<file path="src/rtl/per_worker_reduction_accumulator_unit_assert.svh">
// Assertion macros shared by the accumulator modules.
`ifndef PER_WORKER_REDUCTION_ACCUMULATOR_UNIT_ASSERT_SVH
`define PER_WORKER_REDUCTION_ACCUMULATOR_UNIT_ASSERT_SVH

`ifndef NO_ASSERTIONS

// Same-cycle implication.
`define PWRA_ASSERT_IMP(label, clk, rst_n, ante, cons, msg) \
    label: assert property (@(posedge clk) disable iff (!rst_n) (ante) |-> (cons)) \
        else $error(msg);

// Next-cycle implication.
`define PWRA_ASSERT_NXT(label, clk, rst_n, ante, cons, msg) \
    label: assert property (@(posedge clk) disable iff (!rst_n) (ante) |=> (cons)) \
        else $error(msg);

`else

`define PWRA_ASSERT_IMP(label, clk, rst_n, ante, cons, msg)
`define PWRA_ASSERT_NXT(label, clk, rst_n, ante, cons, msg)

`endif

`endif

</file>
<file path="src/rtl/pwra_pkg.sv">
`timescale 1ns / 1ps

package pwra_pkg;

    localparam int WORKERS  = 16;
    localparam int WORKER_W = (WORKERS > 1) ? $clog2(WORKERS) : 1;
    localparam int DATA_W   = 64;
    localparam int HALF_W   = DATA_W / 2;
    localparam int OP_W     = 2;
    localparam int ROP_W    = 4;
    localparam int ACT_W    = 5;

    // Item op codes
    localparam logic [OP_W-1:0] OPC_PUT   = 2'd0;
    localparam logic [OP_W-1:0] OPC_OPEN  = 2'd1;
    localparam logic [OP_W-1:0] OPC_CLOSE = 2'd2;

    // Reduction codes
    localparam logic [ROP_W-1:0] ROP_MAX  = 4'd0;
    localparam logic [ROP_W-1:0] ROP_MIN  = 4'd1;
    localparam logic [ROP_W-1:0] ROP_ADD  = 4'd2;
    localparam logic [ROP_W-1:0] ROP_MUL  = 4'd3;
    localparam logic [ROP_W-1:0] ROP_LAND = 4'd4;
    localparam logic [ROP_W-1:0] ROP_BAND = 4'd5;
    localparam logic [ROP_W-1:0] ROP_LOR  = 4'd6;
    localparam logic [ROP_W-1:0] ROP_BOR  = 4'd7;
    localparam logic [ROP_W-1:0] ROP_LXOR = 4'd8;
    localparam logic [ROP_W-1:0] ROP_BXOR = 4'd9;

    // Register indexes
    localparam logic REG_REDUCE_OP      = 1'b0;
    localparam logic REG_ACTIVE_WORKERS = 1'b1;

    localparam logic [ROP_W-1:0] REDUCE_OP_RST      = ROP_ADD;
    localparam logic [ACT_W-1:0] ACTIVE_WORKERS_RST = 5'd16;

    typedef enum logic [2:0] {
        K_PUT,
        K_REJECT,
        K_OPEN,
        K_CLOSE,
        K_NOP
    } t_kind;

    typedef struct packed {
        t_kind                      kind;
        logic [WORKER_W-1:0]        worker;
        logic signed [DATA_W-1:0]   value;
    } t_cmd;

    // Every reduction but multiply, in one step.
    function automatic logic [DATA_W-1:0] fold_simple(
        input logic [ROP_W-1:0]  rop,
        input logic [DATA_W-1:0] cur,
        input logic [DATA_W-1:0] nv
    );
        logic cur_t;
        logic nv_t;
        logic [DATA_W-1:0] res;
        cur_t = (cur != '0);
        nv_t  = (nv != '0);
        case (rop)
            ROP_MAX:  res = ($signed(cur) < $signed(nv)) ? nv : cur;
            ROP_MIN:  res = ($signed(nv) < $signed(cur)) ? nv : cur;
            ROP_ADD:  res = cur + nv;
            ROP_LAND: res = DATA_W'(cur_t & nv_t);
            ROP_BAND: res = cur & nv;
            ROP_LOR:  res = DATA_W'(cur_t | nv_t);
            ROP_BOR:  res = cur | nv;
            ROP_LXOR: res = DATA_W'(cur_t ^ nv_t);
            ROP_BXOR: res = cur ^ nv;
            default:  res = cur;
        endcase
        return res;
    endfunction

endpackage

</file>
<file path="src/rtl/pwra_front.sv">
`timescale 1ns / 1ps
`include "per_worker_reduction_accumulator_unit_assert.svh"

module pwra_front (
    input  logic                          i_clk,
    input  logic                          i_rst_n,
    input  logic                          i_push,
    output logic                          o_full,
    input  logic [pwra_pkg::OP_W-1:0]     i_op,
    input  logic [pwra_pkg::WORKER_W-1:0] i_worker,
    input  logic [pwra_pkg::DATA_W-1:0]   i_value,
    input  logic [pwra_pkg::ACT_W-1:0]    i_act_cnt,
    output logic                          o_cmd_valid,
    output pwra_pkg::t_cmd                o_cmd,
    input  logic                          i_cmd_pop
);
    import pwra_pkg::*;

    t_cmd       r_q [2];
    logic       r_wr_ptr;
    logic       r_rd_ptr;
    logic [1:0] r_count;
    t_cmd       cls;
    logic       push_ok;
    logic       pop_ok;

    // Classify on the way in
    always_comb begin
        cls.worker = i_worker;
        cls.value  = i_value;
        case (i_op)
            OPC_PUT:   cls.kind = (ACT_W'(i_worker) < i_act_cnt) ? K_PUT : K_REJECT;
            OPC_OPEN:  cls.kind = K_OPEN;
            OPC_CLOSE: cls.kind = K_CLOSE;
            default:   cls.kind = K_NOP;
        endcase
    end

    assign o_full      = (r_count == 2'd2);
    assign o_cmd_valid = (r_count != 2'd0);
    assign o_cmd       = r_q[r_rd_ptr];
    assign push_ok     = i_push && !o_full;
    assign pop_ok      = i_cmd_pop && o_cmd_valid;

    always_ff @(posedge i_clk) begin
        if (push_ok) begin
            r_q[r_wr_ptr] <= cls;
        end
    end

    always_ff @(posedge i_clk) begin
        if (!i_rst_n) begin
            r_wr_ptr <= 1'b0;
            r_rd_ptr <= 1'b0;
            r_count  <= 2'd0;
        end else begin
            if (push_ok) begin
                r_wr_ptr <= !r_wr_ptr;
            end
            if (pop_ok) begin
                r_rd_ptr <= !r_rd_ptr;
            end
            case ({push_ok, pop_ok})
                2'b10:   r_count <= r_count + 2'd1;
                2'b01:   r_count <= r_count - 2'd1;
                default: r_count <= r_count;
            endcase
        end
    end

    `PWRA_ASSERT_IMP(a_cnt_bound, i_clk, i_rst_n, 1'b1, (r_count <= 2'd2),
        "command queue count out of range")
    `PWRA_ASSERT_NXT(a_push_fills, i_clk, i_rst_n, push_ok, (r_count != 2'd0),
        "accepted item missing from command queue")
    `PWRA_ASSERT_IMP(a_ptr_empty, i_clk, i_rst_n, (r_count == 2'd0),
        (r_wr_ptr == r_rd_ptr), "queue pointers differ while empty")

endmodule

</file>
<file path="config.mk">
export PLATFORM = sky130hd
export DESIGN_NAME = pwra_front
export DESIGN_NICKNAME = d
export VERILOG_FILES = /design/src/rtl/pwra_pkg.sv /design/src/rtl/pwra_front.sv
export VERILOG_INCLUDE_DIRS = /design/src /design/src/rtl
export SDC_FILE = /design/constraint.sdc
export NUM_CORES = 1
export LEC_CHECK = 0
export ABC_AREA = 0
export BUFFER_PORTS_ARGS = -buffer_cell sky130_fd_sc_hd__buf_2
export CAP_MARGIN = 20
export CORE_UTILIZATION = 50
export CTS_CLUSTER_DIAMETER = 40
export DETAILED_ROUTE_END_ITERATION = 10
export HOLD_SLACK_MARGIN = 0.15
export MAX_ROUTING_LAYER = met4
export PLACE_DENSITY = 0.77
export SLEW_MARGIN = 20
export SYNTH_ARGS = -nofsm -noshare
export SYNTH_HDL_FRONTEND = slang
export SYNTH_SLANG_ARGS = --single-unit
</file>
<file path="constraint.sdc">
create_clock -name i_clk -period 4.85 [get_ports i_clk]
set_input_delay 0.485 -clock i_clk [delete_from_list [all_inputs] [get_ports i_clk]]
set_output_delay 0.485 -clock i_clk [all_outputs]
set_load 0.005 [all_outputs]
</file>
=== Word level (Yosys, flattened, before mapping) ===
Memories as Yosys holds them, arrays and structs flattened. A register that Yosys moved wholly into a read port is not among the register bits.
Index checks and enable logic that the tools add are counted.

* RAM bits: 142
* Input bits: 79
* Memories: 1
* Bits in registers: 4
* Output and inout port bits: 73

* $add $sub $neg: 2
* Equality and inequality tests: 5
* Magnitude comparators: 1
* Reductions and logical operators: 8
* Muxes and demuxes: 7

{| class="wikitable"
|+ Memory list
! name !! depth !! bits a word !! rd ports !! clocked after memory_dff !! wr ports !! line !! RTL
|-
| r_q || 2 || 71 || 1 || 1 || 1 || pwra_front.sv:19 || <nowiki>t_cmd r_q [2];</nowiki>
|}

{| class="wikitable"
|+ Operators by type and width
! kind !! number
|-
| case mux 3 bit (3 select lines) || 1
|-
| == test 2 bit (second input constant) || 3
|-
| < comparator 4 x 5 -> 1 bit || 1
|-
| 2-to-1 mux 1 bit || 5
|-
| == test 2 x 1 -> 1 bit (second input constant) || 2
|-
| case mux 2 bit (2 select lines) || 1
|-
| nonzero test 2 bit || 2
|-
| logical NOT 1 bit || 3
|-
| adder 2 x 1 -> 2 bit (second input constant) || 1
|-
| logical AND 1 bit || 2
|-
| logical NOT 2 bit || 1
|-
| subtractor 2 x 1 -> 2 bit (second input constant) || 1
|}

=== Logic depth before layout (Yosys ltp) ===
* Depth in word-level cells: 5
* Gate-level depth with buffers: 6
* Depth with buffers taken out: 6

=== Worst setup path after synthesis ===
OpenSTA, ideal clock, no wires.

* Path type: register to register
* From: register r_count[0]
* To: memory r_q[0][0] (netlist name) (enable)
* Clock period less this slack: 2.714 ns
* Buffers on the path: 0
* Setup slack: 2.136 ns
* Stages on the path, launching flop included: 5
* Arrival: 2.289 ns
* Cells stage by stage: dfxtp_1 nand2b_2 inv_2 or3_1 inv_1

* Longest elaborated chain between the ends: 5

{| class="wikitable"
|+ RTL lines
! element !! line !! RTL
|-
| start: declaration || pwra_front.sv:22 || <nowiki>logic [1:0] r_count;</nowiki>
|-
| start signal: assignment || pwra_front.sv:64 || <nowiki>2'b10: r_count <= r_count + 2'd1;</nowiki>
|-
| start signal: assignment || pwra_front.sv:65 || <nowiki>2'b01: r_count <= r_count - 2'd1;</nowiki>
|-
| start signal: assignment || pwra_front.sv:66 || <nowiki>default: r_count <= r_count;</nowiki>
|-
| == test 2 bit || pwra_front.sv:39 || <nowiki>assign o_full = (r_count == 2'd2);</nowiki>
|-
| via o_full || pwra_front.sv:8 || <nowiki>output logic o_full,</nowiki>
|-
| logical NOT 1 bit || pwra_front.sv:42 || <nowiki>assign push_ok = i_push && !o_full;</nowiki>
|-
| logical AND 1 bit || pwra_front.sv:42 ||
|-
| 2-to-1 mux 1 bit || pwra_front.sv:46 || <nowiki>if (push_ok) begin</nowiki>
|-
| 2-to-1 mux 1 bit (implied by the code) || pwra_front.sv:47 || <nowiki>r_q[r_wr_ptr] <= cls;</nowiki>
|-
| end: declaration || pwra_front.sv:19 ||
|}

The timed path passes the listed nets, and every way through them passes these cells.

==> flow_summary.toml <==
[worst_setup_path]
required_ns = 4.37
cp-end-kind = "output pin"
critPathKind = "reg2out"
worstSetupStartpointType = "flip-flop"
worst-path-max-fanout = 71
cp.arrival_ns = 2.10

[cts]
cts_tree = "done"
cts.sink_count = 147
cts-root-buf = "clkbuf_8"
postCtsSetupBuffers = 0
cts_buffers = 17
cts-htree-levels = 4
clk_latency_ns = 0.52
cts.clk_slew.worst_paths_ns = 0.06
clockBufferDepth = 2

[synth]
ys_ff_latch = 147
synth_edf_count = 142
post-synth-top-count-cell = "edfxtp_1"
yosysWarnings = 0
synth_area_mm2 = 0.00547
synth_cell_type_count = 23
synthFlopType = "edfxtp_1"
async_reset_ff_frac = 0
synth_area_per_cell_um2 = 20.7
ys_top_cells_by_area = "edfxtp_1, mux2_2, dfxtp_1, ha_1, buf_2"
yosysTopAreaCellShare = 0.780
synth.largest_area_cell = "edfxtp_1"
synthTopCellsByCount = "edfxtp_1, mux2_2, buf_2"
synthesis.nets = 349
syn_inst = 264
ys_seq_area_frac = 0.798

[timing]
fmax_ghz = 0.387
setup_viol = 0
tightestPinTransition_ns = 0.992
finalSetupTns_ns = 0
finalHoldViolCount = 0
slew_headroom = 0.339
min_period_over_period = 0.533
rsz0062_at_grt = "false"
skew_ns = 0.00665
fin_crit_ns = 2.58
slew_violations = 0

[floorplan]
start_util = 0.523
core_mm2 = 0.0105
io_pins = 152
die_x_um = 107
die_area_mm2 = 0.0114
die_h_um = 107
core.rowCount = 37

[hold_path]
hp-class = "in2reg"

[job]
drv_cap = 0

[global_routing]
overflow = 0
grt_pass1_vias = 3304
antenna_found_initial = 0
grt_pass1_wl_um = 16200
grt_start_max_net_pins = 72
track_usage = 0.203

[power]
ir_drop_uv = 338
intPower_w = 0.00295
comb_power_share = 0.199
p_total_w = 0.00389
p_sw_w = 0.000943
p_leak_nw = 2.95
clkPwrFrac = 0.353
p_seq_frac = 0.448
netSwitchingFraction = 0.242
powerDensity_mw_per_mm2 = 508

[cells_and_area]
layout-drive-gt1-share = 0.509
area_delta_synth_final_pct = 40.3
nets = 579
antenna_cells = 0

[detailed_routing]
drc = 0
routed_wirelength_um = 10600
routedWlPerCell_um = 16.5
viasPerCell = 4.89
drt_iter0_markers = 183
drtAntennaViolNets = 0
vias = 3146
first_pass_iters = 4

[place]
place.gp.congestion = 0.686
port-buffer-count = 151
dp_hpwl_um = 5790

[status]
status = "completed"
## cells by family (layout without fill, tap and decap cells)
kind of cell | Yosys count | in the layout | synth area share
AO/OA/AOI/OAI | 9 | 9 | 0.0108
XOR/XNOR | 3 | 3 | 0.00481
adder cells (fa/ha/maj) | 6 | 6 | 0.0137
buffers and inverters | 16 | 259 | 0.0128
flip-flops | 147 | 147 | 0.798
multiplexers | 71 | 71 | 0.146
AND/OR/NAND/NOR | 12 | 12 | 0.0135
## power groups by stage
stage / Combinational [W] / Clock, W / Sequential, W
after floorplan: 0.000503 / 0 / 0.00167
after detailed placement: 0.000730 / 0 / 0.00177
after global placement: 0.000720 / 0 / 0.00176
after CTS: 0.000780 / 0.00140 / 0.00175
final: 0.000774 / 0.00138 / 0.00174
after global routing: 0.000841 / 0.00145 / 0.00177
## final timing paths
kind,start,to,slack [ns],cells after the start
worst max-delay path,flip-flop,o_cmd[37],2.27,2
worst min-delay path,i_worker[1],r_q[0][65],0.19,1
worst max register to register,r_count[0],r_q[0][44],2.38,5
worst min register to register,r_wr_ptr,r_wr_ptr,0.49,2
## layout by cell type (no fill, tap or decap), types with 2 or more instances in the layout
master / synthesis / routed
inv_1: 7 / 6
a21boi_1: 2 / 2
xnor2_1: 3 / 3
mux2_2: 71 / 71
nor2b_1: 2 / 2
nand2_1: 2 / 2
dfxtp_1: 5 / 4
dlygate4sd3_1: 0 / 67
clkinv_4: 0 / 2
bufinv_16: 0 / 5
inv_2: 1 / 2
clkbuf_16: 0 / 16
clkinvlp_4: 0 / 3
o21ai_0: 3 / 3
edfxtp_1: 142 / 142
ha_1: 6 / 6
buf_2: 8 / 151
or3_1: 2 / 2
clkbuf_1: 0 / 2
## per-stage QoR
step	worst slack, ns	area [µm²]	utilization	std cells	hold slack (ns)
after floorplan	2.14	5470	-	264	0.457
after global placement	2.33	6370	0.609	544	0.475
after detailed placement	2.30	6370	0.609	544	0.486
after CTS	2.23	7660	0.732	642	0.150
after global routing	2.15	7670	0.733	643	0.157
final	2.27	7670	0.733	643	0.190
## worst max-delay path, stage by stage, from the launching register on
cell,delay [ns]
dfxtp_4,0.96
mux2_2,0.43
buf_2,0.13
## area by class of cell
cell class | count | area [µm²]
Clock inverter | 13 | 208
Clock buffer | 19 | 422
Timing Repair Buffer | 219 | 1430
Sequential cell | 147 | 4370
Tap cell | 136 | 170
Inverter | 8 | 30.0
Multi-Input combinational cell | 101 | 1040
Fill cell | 642 | 2790
## registers in the layout (all words and copies together), names as in the netlist, named ones only
signal,cells
r_q,142
r_rd_ptr,1
r_wr_ptr,1
r_count,2
## repair_timing
action / 4_1_cts / 5_1_grt
hold endpoints to repair: 132 / 2
gates resized for setup: 0 / 0
hold buffers: 66 / 1
## metal layers
| layer | track usage | share of wire | vias to the layer above |
|---|---|---|---|
| li1 | - | - | 1489 |
| met1 | 0.215 | 0.39 | 1517 |
| met2 | 0.353 | 0.53 | 124 |
| met3 | 0.0571 | 0.061 | 16 |
| met4 | 0.0890 | 0.014 | 0 |
| met5 | - | 0 | - |
No activity file was read; power rests on OpenSTA's default activity.
